<file path="src/rtl/core/sbs_pkg.sv">
// Package: types, constants and register map of the SPRT bisection search block
`timescale 1ns / 1ps
package sbs_pkg;

   localparam int SBS_MAX_PATH_DEF = 16;

   localparam int RTT_W     = 16;
   localparam int LEN_CFG_W = 5;
   localparam int THR_U_W   = 31;
   localparam int LLR_W     = 32;
   localparam int CNT_W     = 16;
   localparam int OUT_IDX_W = 4;
   localparam int VERD_W    = 2;

   localparam int DIV_W     = 28;
   localparam int DIV_CNT_W = $clog2(DIV_W);
   localparam int XMAG_W    = RTT_W + 1;

   localparam logic [RTT_W-1:0] BASE_DEFAULT = RTT_W'(40);
   localparam logic [10:0]      LLR_SCALE    = 11'd2000;

   localparam int CSR_ADDR_W = 4;
   localparam int CSR_DATA_W = 32;
   localparam int RSP_DATA_W = 64;

   typedef enum logic [1:0] {
      REG_BASELINE  = 2'd0,
      REG_THR_UPPER = 2'd1,
      REG_THR_LOWER = 2'd2,
      REG_PATH_LEN  = 2'd3
   } sbs_reg_type;

   typedef enum logic [1:0] {
      VERD_PROBE     = 2'd0,
      VERD_NORMAL    = 2'd1,
      VERD_ANOMALOUS = 2'd2
   } sbs_verdict_type;

   typedef enum logic {
      OP_START  = 1'b0,
      OP_SAMPLE = 1'b1
   } sbs_op_type;

   typedef enum logic [1:0] {
      ST_IDLE,
      ST_PREP,
      ST_DIV,
      ST_UPDATE
   } sbs_state_type;

   typedef struct packed {
      logic [RTT_W-1:0]     baseline;
      logic [THR_U_W-1:0]   thr_upper;
      logic [LLR_W-1:0]     thr_lower;
      logic [LEN_CFG_W-1:0] path_len;
   } sbs_cfg_type;

   typedef struct packed {
      logic capture;
      logic prep;
      logic step;
      logic commit;
   } sbs_cmd_type;

   typedef struct packed {
      logic live_sample;
   } sbs_sts_type;

endpackage

</file>
<file path="src/rtl/core/sprt_bisection_search.sv">
// Top level of the SPRT-driven bisection search block
//
//   channel  dir  handshake              payload
//   req      in   req_tvalid/req_tready  tuser opcode, tdata rtt_sample
//   rsp      out  rsp_tvalid/rsp_tready  tdata result fields
//   csr      in   APB write/read         four registers at 4*i
//
// A sample word passes through capture, scaling, a 28-step restoring divider
// by the baseline, and commit. A start word, or a sample after the search has
// finished, goes from capture straight to commit.
// Reset is synchronous; search, control and CSR state take reset values, data registers do not.
// The next word is accepted while a result waits; a stalled rsp holds the
// commit stage, and no word is accepted until that result moves.
`timescale 1ns / 1ps
module sprt_bisection_search
   import sbs_pkg::*;
#(
   parameter int MAX_PATH = SBS_MAX_PATH_DEF
) (
   input  logic                  clock,
   input  logic                  reset,
   input  logic                  req_tvalid,
   output logic                  req_tready,
   input  logic [RTT_W-1:0]      req_tdata,   // [15:0] rtt_sample
   input  logic                  req_tuser,   // [0] opcode
   output logic                  rsp_tvalid,
   input  logic                  rsp_tready,
   // [1:0] verdict, [2] search_done, [6:3] suspect_index, [7] suspect_valid,
   // [11:8] probe_index, [12] probe_valid, [44:13] llr_sum,
   // [60:45] probes_taken, [63:61] zero
   output logic [RSP_DATA_W-1:0] rsp_tdata,
   input  logic                  csr_psel,
   input  logic                  csr_penable,
   input  logic                  csr_pwrite,
   input  logic [CSR_ADDR_W-1:0] csr_paddr,
   input  logic [CSR_DATA_W-1:0] csr_pwdata,
   output logic [CSR_DATA_W-1:0] csr_prdata,
   output logic                  csr_pready
);

   sbs_cfg_type cfg;
   sbs_cmd_type cmd;
   sbs_sts_type sts;

   sbs_csr u_csr (
      .clock       (clock),
      .reset       (reset),
      .csr_psel    (csr_psel),
      .csr_penable (csr_penable),
      .csr_pwrite  (csr_pwrite),
      .csr_paddr   (csr_paddr),
      .csr_pwdata  (csr_pwdata),
      .csr_prdata  (csr_prdata),
      .csr_pready  (csr_pready),
      .cfg         (cfg)
   );

   sbs_ctrl u_ctrl (
      .clock      (clock),
      .reset      (reset),
      .req_tvalid (req_tvalid),
      .req_tready (req_tready),
      .rsp_tvalid (rsp_tvalid),
      .rsp_tready (rsp_tready),
      .sts        (sts),
      .cmd        (cmd)
   );

   sbs_datapath #(
      .MAX_PATH (MAX_PATH)
   ) u_datapath (
      .clock     (clock),
      .reset     (reset),
      .req_tuser (req_tuser),
      .req_tdata (req_tdata),
      .cfg       (cfg),
      .cmd       (cmd),
      .sts       (sts),
      .rsp_tdata (rsp_tdata)
   );

endmodule

</file>
<file path="src/rtl/core/sbs_csr.sv">
// Configuration registers behind the APB-style port
`timescale 1ns / 1ps
module sbs_csr
   import sbs_pkg::*;
(
   input  logic                  clock,
   input  logic                  reset,
   input  logic                  csr_psel,
   input  logic                  csr_penable,
   input  logic                  csr_pwrite,
   input  logic [CSR_ADDR_W-1:0] csr_paddr,
   input  logic [CSR_DATA_W-1:0] csr_pwdata,
   output logic [CSR_DATA_W-1:0] csr_prdata,
   output logic                  csr_pready,
   output sbs_cfg_type           cfg
);

   sbs_cfg_type cfg_ff, cfg_in;
   sbs_reg_type reg_sel;
   logic        wr_en;

   assign csr_pready = 1'b1;
   assign reg_sel    = sbs_reg_type'(csr_paddr[3:2]);
   assign wr_en      = csr_psel & csr_penable & csr_pwrite & csr_pready;
   assign cfg        = cfg_ff;

   always_comb begin
      cfg_in = cfg_ff;
      if (wr_en) begin
         case (reg_sel)
            REG_BASELINE:  cfg_in.baseline  = csr_pwdata[RTT_W-1:0];
            REG_THR_UPPER: cfg_in.thr_upper = csr_pwdata[THR_U_W-1:0];
            REG_THR_LOWER: cfg_in.thr_lower = csr_pwdata[LLR_W-1:0];
            REG_PATH_LEN:  cfg_in.path_len  = csr_pwdata[LEN_CFG_W-1:0];
            default:       cfg_in = cfg_ff;
         endcase
      end
   end

   always_comb begin
      case (reg_sel)
         REG_BASELINE:  csr_prdata = CSR_DATA_W'(cfg_ff.baseline);
         REG_THR_UPPER: csr_prdata = CSR_DATA_W'(cfg_ff.thr_upper);
         REG_THR_LOWER: csr_prdata = cfg_ff.thr_lower;
         REG_PATH_LEN:  csr_prdata = CSR_DATA_W'(cfg_ff.path_len);
         default:       csr_prdata = '0;
      endcase
   end

   always_ff @(posedge clock) begin
      if (reset) begin
         cfg_ff.baseline  <= BASE_DEFAULT;
         cfg_ff.thr_upper <= THR_U_W'(2944);
         cfg_ff.thr_lower <= -LLR_W'(2944);
         cfg_ff.path_len  <= '0;
      end else begin
         cfg_ff <= cfg_in;
      end
   end

endmodule

</file>
<file path="src/rtl/core/sbs_ctrl.sv">
// Controller: sequences capture, scaling, serial division and commit of one word
`timescale 1ns / 1ps
module sbs_ctrl
   import sbs_pkg::*;
(
   input  logic        clock,
   input  logic        reset,
   input  logic        req_tvalid,
   output logic        req_tready,
   output logic        rsp_tvalid,
   input  logic        rsp_tready,
   input  sbs_sts_type sts,
   output sbs_cmd_type cmd
);

   sbs_state_type        state_ff, state_in;
   logic [DIV_CNT_W-1:0] step_ff, step_in;
   logic                 rsp_valid_ff, rsp_valid_in;
   logic                 slot_free;

   assign slot_free  = ~rsp_valid_ff | rsp_tready;
   assign req_tready = (state_ff == ST_IDLE);
   assign rsp_tvalid = rsp_valid_ff;

   always_comb begin
      state_in    = state_ff;
      step_in     = step_ff;
      cmd         = '0;
      case (state_ff)
         ST_IDLE: begin
            if (req_tvalid) begin
               cmd.capture = 1'b1;
               state_in    = sts.live_sample ? ST_PREP : ST_UPDATE;
            end
         end
         ST_PREP: begin
            cmd.prep = 1'b1;
            step_in  = DIV_CNT_W'(DIV_W - 1);
            state_in = ST_DIV;
         end
         ST_DIV: begin
            cmd.step = 1'b1;
            if (step_ff == '0) begin
               state_in = ST_UPDATE;
            end else begin
               step_in = step_ff - 1'b1;
            end
         end
         ST_UPDATE: begin
            if (slot_free) begin
               cmd.commit = 1'b1;
               state_in   = ST_IDLE;
            end
         end
         default: state_in = ST_IDLE;
      endcase
      rsp_valid_in = cmd.commit | (rsp_valid_ff & ~rsp_tready);
   end

   always_ff @(posedge clock) begin
      if (reset) begin
         state_ff     <= ST_IDLE;
         step_ff      <= '0;
         rsp_valid_ff <= 1'b0;
      end else begin
         state_ff     <= state_in;
         step_ff      <= step_in;
         rsp_valid_ff <= rsp_valid_in;
      end
   end

endmodule

</file>
<file path="src/rtl/core/sbs_datapath.sv">
// Datapath: search state, LLR scaling, serial divider and result register
`timescale 1ns / 1ps
module sbs_datapath
   import sbs_pkg::*;
#(
   parameter int MAX_PATH = SBS_MAX_PATH_DEF
) (
   input  logic                  clock,
   input  logic                  reset,
   input  logic                  req_tuser,
   input  logic [RTT_W-1:0]      req_tdata,
   input  sbs_cfg_type           cfg,
   input  sbs_cmd_type           cmd,
   output sbs_sts_type           sts,
   output logic [RSP_DATA_W-1:0] rsp_tdata
);

   localparam int IDX_W = $clog2(MAX_PATH);
   localparam int LEN_W = IDX_W + 1;

   logic [IDX_W-1:0] low_ff, low_in, high_ff, high_in, mid_ff, mid_in, sus_ff, sus_in;
   logic [LLR_W-1:0] acc_ff, acc_in;
   logic [CNT_W-1:0] cnt_ff, cnt_in;
   logic             fin_ff, fin_in;

   logic             op_ff;
   logic [RTT_W-1:0] rtt_ff;
   logic             neg_ff;
   logic [RTT_W-1:0] rem_ff;
   logic [DIV_W-1:0] quo_ff;
   logic [RSP_DATA_W-1:0] rsp_ff;

   logic [RTT_W-1:0]  base_eff;
   logic [LEN_W-1:0]  n_len;
   logic [XMAG_W:0]   x_val;
   logic [XMAG_W-1:0] x_mag;
   logic [DIV_W-1:0]  prod;
   logic [RTT_W:0]    rem_sh;
   logic [RTT_W:0]    rem_try;
   logic              fits;

   logic [LLR_W:0]    d_ext, sum_ext;
   logic [LLR_W-1:0]  acc_sat;
   logic              hit_up, hit_lo;
   logic [LEN_W-1:0]  mid_sum;
   logic [VERD_W-1:0] verdict;
   logic [IDX_W-1:0]  probe;
   logic              probe_ok, sus_ok;
   logic [RSP_DATA_W-1:0] rsp_in;

   assign base_eff = (cfg.baseline == '0) ? BASE_DEFAULT : cfg.baseline;
   assign n_len    = (32'(cfg.path_len) > MAX_PATH) ? LEN_W'(MAX_PATH)
                                                    : LEN_W'(32'(cfg.path_len));
   assign sts.live_sample = (req_tuser == OP_SAMPLE) & ~fin_ff;

   assign x_val = {2'b00, rtt_ff} - {1'b0, base_eff, 1'b0};
   assign x_mag = x_val[XMAG_W] ? XMAG_W'(-x_val) : x_val[XMAG_W-1:0];
   assign prod  = DIV_W'(x_mag) * DIV_W'(LLR_SCALE);

   assign rem_sh  = {rem_ff, quo_ff[DIV_W-1]};
   assign rem_try = rem_sh - {1'b0, base_eff};
   assign fits    = (rem_sh >= {1'b0, base_eff});

   always_ff @(posedge clock) begin
      if (cmd.capture) begin
         op_ff  <= req_tuser;
         rtt_ff <= req_tdata;
      end
      if (cmd.prep) begin
         neg_ff <= x_val[XMAG_W];
         rem_ff <= '0;
         quo_ff <= prod;
      end else if (cmd.step) begin
         rem_ff <= fits ? rem_try[RTT_W-1:0] : rem_sh[RTT_W-1:0];
         quo_ff <= {quo_ff[DIV_W-2:0], fits};
      end
      if (cmd.commit) begin
         rsp_ff <= rsp_in;
      end
   end

   always_comb begin
      d_ext   = neg_ff ? -(LLR_W+1)'(quo_ff) : (LLR_W+1)'(quo_ff);
      sum_ext = {acc_ff[LLR_W-1], acc_ff} + d_ext;
      if (sum_ext[LLR_W] != sum_ext[LLR_W-1]) begin
         acc_sat = sum_ext[LLR_W] ? {1'b1, {(LLR_W-1){1'b0}}} : {1'b0, {(LLR_W-1){1'b1}}};
      end else begin
         acc_sat = sum_ext[LLR_W-1:0];
      end
      hit_up = $signed({acc_sat[LLR_W-1], acc_sat}) >= $signed({2'b00, cfg.thr_upper});
      hit_lo = $signed(acc_sat) <= $signed(cfg.thr_lower);

      low_in  = low_ff;
      high_in = high_ff;
      mid_in  = mid_ff;
      sus_in  = sus_ff;
      acc_in  = acc_ff;
      cnt_in  = cnt_ff;
      fin_in  = fin_ff;
      verdict = VERD_PROBE;
      mid_sum = '0;

      if (op_ff == OP_START) begin
         low_in  = '0;
         high_in = (n_len != '0) ? IDX_W'(n_len - 1'b1) : '0;
         mid_in  = high_in >> 1;
         acc_in  = '0;
         cnt_in  = '0;
         fin_in  = 1'b0;
      end else if (fin_ff) begin
         verdict = VERD_ANOMALOUS;
      end else begin
         acc_in = acc_sat;
         cnt_in = cnt_ff + 1'b1;
         if (hit_up || hit_lo) begin
            acc_in = '0;
            cnt_in = '0;
            if (hit_up) begin
               verdict = VERD_ANOMALOUS;
               high_in = mid_ff;
            end else begin
               verdict = VERD_NORMAL;
               low_in  = mid_ff;
            end
            mid_sum = {1'b0, low_in} + {1'b0, high_in};
            if ({1'b0, high_in} <= {1'b0, low_in} + 1'b1) begin
               fin_in = 1'b1;
               sus_in = hit_up ? low_in : high_in;
            end else begin
               mid_in = IDX_W'(mid_sum >> 1);
            end
         end
      end

      probe    = '0;
      probe_ok = 1'b0;
      if ({1'b0, mid_in} + 1'b1 >= n_len) begin
         if (n_len != '0) begin
            probe    = (mid_in != '0) ? mid_in - 1'b1 : '0;
            probe_ok = 1'b1;
         end
      end else begin
         probe    = mid_in + 1'b1;
         probe_ok = 1'b1;
      end
      sus_ok = fin_in & ({1'b0, sus_in} < n_len);

      rsp_in = RSP_DATA_W'({cnt_in, acc_in, probe_ok, OUT_IDX_W'(32'(probe)), sus_ok,
                            (fin_in ? OUT_IDX_W'(32'(sus_in)) : OUT_IDX_W'(0)),
                            fin_in, verdict});
   end

   always_ff @(posedge clock) begin
      if (reset) begin
         low_ff  <= '0;
         high_ff <= '0;
         mid_ff  <= '0;
         sus_ff  <= '0;
         acc_ff  <= '0;
         cnt_ff  <= '0;
         fin_ff  <= 1'b0;
      end else if (cmd.commit) begin
         low_ff  <= low_in;
         high_ff <= high_in;
         mid_ff  <= mid_in;
         sus_ff  <= sus_in;
         acc_ff  <= acc_in;
         cnt_ff  <= cnt_in;
         fin_ff  <= fin_in;
      end
   end

   assign rsp_tdata = rsp_ff;

endmodule

</file>
<file path="config.mk">
export PLATFORM = sky130hd
export DESIGN_NAME = sprt_bisection_search
export DESIGN_NICKNAME = d
export VERILOG_FILES = /design/src/rtl/core/sbs_pkg.sv /design/src/rtl/core/sprt_bisection_search.sv /design/src/rtl/core/sbs_csr.sv /design/src/rtl/core/sbs_ctrl.sv /design/src/rtl/core/sbs_datapath.sv
export SDC_FILE = /design/constraint.sdc
export NUM_CORES = 1
export LEC_CHECK = 0
export ABC_AREA = 1
export BUFFER_PORTS_ARGS = -buffer_cell sky130_fd_sc_hd__buf_4
export CAP_MARGIN = 30
export CELL_PAD_IN_SITES_DETAIL_PLACEMENT = 1
export CELL_PAD_IN_SITES_GLOBAL_PLACEMENT = 1
export CORE_MARGIN = 2
export CORE_UTILIZATION = 29
export CTS_CLUSTER_DIAMETER = 120
export DETAILED_ROUTE_END_ITERATION = 8
export PLACE_DENSITY = 0.65
export SYNTH_ARGS = -nofsm -noshare
export SYNTH_HDL_FRONTEND = slang
export SYNTH_HIERARCHICAL = 1
export SYNTH_SLANG_ARGS = --single-unit
</file>
<file path="constraint.sdc">
create_clock -name clock -period 8.8 [get_ports clock]
set_input_delay 1.32 -clock clock [delete_from_list [all_inputs] [get_ports clock]]
set_output_delay 1.32 -clock clock [all_outputs]
set_load 0.005 [all_outputs]
</file>
# Word level (Yosys, flattened, before mapping)
# Cells that the tools add are included.
dict set report word_totals {
  register_bits 280
  elab_cells 152
  in_bits 60
}
dict set report classes {
  reduce_logical 17
  n_mul 1
  n_addsub 13
  order_cmp 7
  bitwise 12
  n_eq_ne 13
  muxes 64
}
# operator count
set ops {}
lappend ops {{$mux 32} 5}
lappend ops {{$pmux 32 s4} 1}
lappend ops {{$mux 4} 27}
lappend ops {{$mux 16} 5}
lappend ops {{$mux 28} 2}
lappend ops {{$add 33x33->33} 1}
lappend ops {{$mux 33} 1}
lappend ops {{$neg 28->33} 1}
lappend ops {{$ge 32x32->1} 1}
lappend ops {{$le 32x32->1} 1}
lappend ops {{$mul 17x7->24 const B} 1}
lappend ops {{$sub 16x17->18} 1}
lappend ops {{$ge 17x16->1} 1}
lappend ops {{$mux 17} 1}
lappend ops {{$neg 17->17} 1}
lappend ops {{$add 16x1->16 const B} 1}
lappend ops {{$logic_not 16->1} 1}
lappend ops {{$sub 16x16->16} 1}
lappend ops {{$mux 2} 7}
lappend ops {{$mux 1} 11}
lappend ops {{$add 4x1->5 const B} 2}
lappend ops {{$mux 5} 2}
lappend ops {{$pmux 5 s2} 1}
lappend ops {{$reduce_and 2->1} 5}
lappend ops {{25 further kinds} 46}

# Longest topological paths before layout
dict set report logic_depth {
  word_depth 20
  ltp_mapped 78
  depth_no_buf 78
}

# Hierarchy
# Netlist, hierarchy kept.
# module instances area_each_um2 seq_area_each_um2 cells_each
set modules_own_cells {}
lappend modules_own_cells {sbs_datapath 1 17135.2 4794.6 2181}
lappend modules_own_cells {sbs_csr 1 3873.7 1681.6 600}
lappend modules_own_cells {sbs_ctrl 1 508.0 160.2 70}

# Worst setup path before layout
# No wires, ideal clock.
dict set report synth_path {
  kind {register to register}
  from {register u_datapath.quo_ff[2]}
  to {register u_datapath.rsp_ff[9] (netlist: u_datapath/rsp_tdata[9]), data pin}
  setup_time_ns 0.258
  t_arrival_ns 8.859
  required_ns 8.542
  stages_incl_launch_ff 73
  slack_ns -0.317
  path_cell_list {dfxtp_1 nor3_1 nand3_1 nor3_1 and3_1 nand2_1 nor3_1 inv_1 nor3_1 and3_1 nand2_1 inv_1 nand3_1 nand2_1 o21ai_0 xor2_1 ha_1 a21oi_1 [... 37 more ...] a41oi_1 nand4_1 nand3_1 nand2_2 ha_1 or2_1 nand2_1 inv_1 ha_1 a21oi_1 o21a_1 nand3_1 inv_1 nor2_1 inv_1 nor2_4 o21ai_0 nand2_1}
}
dict set report synth_between {
  elab_chain_cells 20
  word_cells_on_any_way 32
}
# item line
set synth_lines {}
lappend synth_lines {{start, declared} sbs_datapath.sv:30} ;# logic [DIV_W-1:0] quo_ff;
lappend synth_lines {{start signal, assigned} sbs_datapath.sv:72} ;# quo_ff <= prod;
lappend synth_lines {{start signal, assigned} sbs_datapath.sv:75} ;# quo_ff <= {quo_ff[DIV_W-2:0], fits};
lappend synth_lines {{$neg 28->33} sbs_datapath.sv:83} ;# d_ext = neg_ff ? -(LLR_W+1)'(quo_ff) : (LLR_W+1)'(quo_ff);
lappend synth_lines {{$mux 33 (*)} sbs_datapath.sv:83}
lappend synth_lines {{$add 33x33->33 (*)} sbs_datapath.sv:84} ;# sum_ext = {acc_ff[LLR_W-1], acc_ff} + d_ext;
lappend synth_lines {{$mux 32 / $ne 1x1->1 (equally long branches)} {sbs_datapath.sv:86, sbs_datapath.sv:85}}
lappend synth_lines {{$mux 32 (*)} sbs_datapath.sv:85} ;# if (sum_ext[LLR_W] != sum_ext[LLR_W-1]) begin
lappend synth_lines {{$ge 32x32->1} sbs_datapath.sv:90} ;# hit_up = $signed({acc_sat[LLR_W-1], acc_sat}) >= $signed({2'b00, cfg.thr_upper});
lappend synth_lines {{$mux 4} sbs_datapath.sv:118} ;# if (hit_up) begin
lappend synth_lines {{$mux 4} sbs_datapath.sv:115} ;# if (hit_up || hit_lo) begin
lappend synth_lines {{[... 4 more ...]} -}
lappend synth_lines {{$mux 4} sbs_datapath.sv:126} ;# if ({1'b0, high_in} <= {1'b0, low_in} + 1'b1) begin
lappend synth_lines {{$mux 4 (*)} sbs_datapath.sv:115}
lappend synth_lines {{$mux 4 (*)} sbs_datapath.sv:110} ;# end else if (fin_ff) begin
lappend synth_lines {{$mux 4 (*)} sbs_datapath.sv:103} ;# if (op_ff == OP_START) begin
lappend synth_lines {{named net u_datapath.mid_in[0]} sbs_datapath.sv:21} ;# logic [IDX_W-1:0] low_ff, low_in, high_ff, high_in, mid_ff, mid_in, sus_ff, sus_in;
lappend synth_lines {{parallel branches: the longest is 3 deep, another holds $add 4x1->5} -}
lappend synth_lines {{$mux 4 (*)} sbs_datapath.sv:137} ;# if ({1'b0, mid_in} + 1'b1 >= n_len) begin
lappend synth_lines {{named net u_datapath.probe[1]} sbs_datapath.sv:47} ;# logic [IDX_W-1:0] probe;
lappend synth_lines {{end signal, assigned} sbs_datapath.sv:78} ;# rsp_ff <= rsp_in;
lappend synth_lines {{end, declared} sbs_datapath.sv:31} ;# logic [RSP_DATA_W-1:0] rsp_ff;
# Mark *: on every way through the listed nets, which the timed path passes. The select of a mux whose other input is x is not followed.
# A chain may end at the register's enable or synchronous reset.

# Final worst setup path
dict set report layout_path {
  from {register u_datapath.quo_ff[0]}
  to {register u_datapath.rsp_ff[10] (netlist: u_datapath/rsp_tdata[10]), data pin}
}
# Same word-level chain as after synthesis.

==> impl_metrics.py <==
metrics = {
    "outcome": {
        "status": "finished, violations left",
        "violations": "negative setup slack",
    },
    "synth": {
        "syn_area_mm2": 0.0215,
        "yosysWarningCount": 6,
        "ys_ff_latch": 280,
        "synthCells": 2851,
        "synth_edf_count": 103,
        "syn_area_per_cell_um2": 7.55,
        "synth_cell_type_count": 68,
        "ys_seq_area_frac": 0.308,
        "synthArstFlopShare": 0,
        "ys.flop_type": "dfxtp_1",
    },
    "route": {
        "drt_iter0_markers": 798,
        "via_count": 20000,
        "routed_via_density": 4.73,
        "avgRoutedWirePerCell_um": 17.3,
        "drc": 0,
        "totalWireLength_um": 73300,
        "drtAntennaViolNets": 0,
        "dr.pass1.iters": 5,
    },
    "timing": {
        "skew_ns": 0.0234,
        "fin_crit_ns": 9.11,
        "slew_headroom": 0.342,
        "rsz0062_at_grt": "yes",
        "worst-slew-pin-transition_ns": 0.986,
        "fmax_mhz": 110,
        "maxSlewViolCount": 0,
        "setup-violations-final": 5,
        "setup_slack_ns": -0.305,
        "period_share": 1.03,
        "finalHoldViolations": 0,
    },
    "global_routing": {
        "first_global_vias": 20900,
        "grt_max_degree": 85,
        "grt_pass1_wl_um": 114000,
        "gr-total-overflow": 0,
        "gr-usage-all-layers": 0.187,
        "antenna_found_initial": 1,
    },
    "layout": {
        "final_nets": 3577,
        "fin_util": 0.382,
        "final_cell_mix": "597 x nand2_1, 425 x buf_4, 391 x inv_1",
        "diodes": 0,
        "drive_gt1_frac": 0.242,
        "fill_cells": 8938,
        "areaGrowthSynthToFinish_pct": 30.0,
        "final_common_cell": "nand2_1",
        "fin_cells": 4230,
    },
    "clock_tree": {
        "clkTransAtPathRegs_ns": 0.06,
        "root_buffer": "clkbuf_16",
        "h-tree-depth": 2,
        "cts_tree": "built",
        "clockBufferDepth": 3,
        "cts_buffers": 36,
        "clk_latency_ns": 0.57,
        "cts_num_sinks": 280,
        "ctsHoldBuffers": 0,
    },
    "worst_setup_path": {
        "end_kind": "flip-flop",
        "crit_arrival_ns": 9.52,
        "rr_worst_depth": 66,
        "path_common_cell": "nand2_1",
        "crit_required_ns": 9.22,
        "critical_path_peak_fanout": 7,
        "criticalPathCategory": "reg -> reg",
        "cpMaxStageDelayCell": "dfxtp_2",
        "slowest_delay_ns": 0.33,
        "cp-start-kind": "flip-flop",
    },
    "placed_design": {
        "port_buffers": 152,
        "place.gp.congestion": 0.851,
        "dp.cells": 4123,
        "hpwl_um": 55400,
    },
    "floorplanning": {
        "rows": 99,
        "initial_core_util": 0.294,
        "core_mm2": 0.0732,
        "die_y_um": 276,
        "dieArea_mm2": 0.0764,
        "die_x_um": 276,
        "ios": 159,
    },
    "worst_hold_path": {
        "hold_path_depth": 2,
        "worstHoldPathType": "reg -> reg",
    },
    "flow_run": {
        "maxCapViolations": 0,
    },
}
[worst max-delay path: cells and delay by family, from the launching register on]
| family | cells | cell delay [ns] |
|---|---|---|
| and+or+nand+nor | 30 | 3.19 |
| AOI/OAI and AO/OA | 14 | 2.09 |
| adders and majority gates | 7 | 1.64 |
| buffers and inverters | 13 | 1.33 |
| xor gates and xnor gates | 2 | 0.37 |
| DFF | 1 | 0.33 |
[area by class of cell]
class                           count  area, µm²  share of cell area
Clock buffer                       43        968              0.0346
Clock inverter                     23        154             0.00550
Inverter                          435       1660              0.0592
Multi-Input combinational cell   2045      13900               0.495
Sequential cell                   280       6640               0.237
Tap cell                          959       1200              0.0429
Timing Repair Buffer              445       3500               0.125
[flip-flops by register name, indices dropped and copies added, names as in the netlist]
signal and count:
u_csr/cfg 84, u_ctrl/rsp_tvalid 1, u_ctrl/state_ff 2, u_ctrl/step_ff 5, u_datapath/acc_ff 32, u_datapath/cnt_ff 16, u_datapath/fin_ff 1, u_datapath/high_ff 4
u_datapath/low_ff 4, u_datapath/mid_ff 4, u_datapath/neg_ff 1, u_datapath/op_ff 1, u_datapath/quo_ff 28, u_datapath/rem_ff 16, u_datapath/rsp_tdata 61, u_datapath/rtt_ff 16
u_datapath/sus_ff 4
[through the flow]
| stage | setup slack, ns | hold WS (ns) | TNS, ns | cell area, µm² |
|---|---|---|---|---|
| floorplan | 0.0155 | 0.430 | 0 | 21500 |
| global placement | -0.814 | 0.448 | -4.05 | 25300 |
| detailed placement | -0.996 | 0.455 | -5.11 | 25400 |
| CTS | -0.452 | 0.462 | -2.18 | 26900 |
| global route | -0.893 | 0.484 | -4.63 | 28000 |
| finish | -0.305 | 0.457 | -1.18 | 28000 |
[synthesized netlist by cell type (3+ instances only)]
library cell    n  share of area
nand2_1       627           0.11
inv_1         414          0.072
nor2_1        269          0.047
ha_1          211           0.12
a21oi_1       195          0.045
nand3_1       179          0.042
dfxtp_1       177           0.16
o21ai_0       113          0.026
edfxtp_1      103           0.14
xor2_1         79          0.032
fa_1           63          0.059
clkbuf_1       40         0.0070
xnor2_1        37          0.015
buf_2          27         0.0063
nand4_1        27         0.0079
nor2_2         21         0.0061
nor3_1         20         0.0047
o21ai_1        19         0.0044
o21ai_2        19         0.0077
inv_2          18         0.0031
o21bai_1       16         0.0056
a31oi_1        15         0.0044
o22ai_1        14         0.0041
buf_4          13         0.0045
nand2_2        13         0.0038
or2_2          12         0.0035
nand3_2         9         0.0042
nor2_4          8         0.0042
a211oi_1        7         0.0024
o21a_1          7         0.0024
buf_1           5        0.00087
buf_6           5         0.0026
nand2_4         5         0.0026
a21o_1          4         0.0014
nor2_8          4         0.0037
nor4_1          4         0.0012
o211ai_1        4         0.0014
o31ai_1         4         0.0014
a22o_1          3         0.0012
[cells by family (layout without fill, tap and decap cells)]
logic type / Yosys count / count (layout) / share of synthesized area
compound gates: 439 / 439 / 0.117
xor+xnor: 116 / 116 / 0.0472
fa+ha+maj: 274 / 274 / 0.181
buf+inv: 528 / 946 / 0.0996
flops: 280 / 280 / 0.308
other cells: 2 / 4 / 0.000349
simple gates: 1212 / 1212 / 0.246
[final timing paths]
| kind | endpoint | from | slack (ns) |
|---|---|---|---|
| max | u_datapath/rsp_tdata[10] | u_datapath/quo_ff[0] | -0.31 |
| min | u_datapath/high_ff[1] | u_datapath/high_ff[1] | 0.46 |
| max reg2reg | u_datapath/rsp_tdata[10] | u_datapath/quo_ff[0] | -0.31 |
| min reg2reg | u_datapath/high_ff[1] | u_datapath/high_ff[1] | 0.46 |
[per-layer routing]
metal / wire, µm / up-vias / track usage
met3: 2230 / 88 / 0.0227
met1: 32900 / 9672 / 0.237
met4: 1800 / 0 / 0.0486
met5: 0 / - / 0
met2: 36300 / 265 / 0.333
li1: - / 9986 / -
[repair_timing]
item	CTS	global route
setup endpoints to repair	7	109
gates cloned	1	0
gates resized for setup	68	181
buffers inserted	19	21
pin swaps	50	101
Power is not shown: default switching activity piles up to over one toggle a cycle in this logic, so the estimate is an artifact.
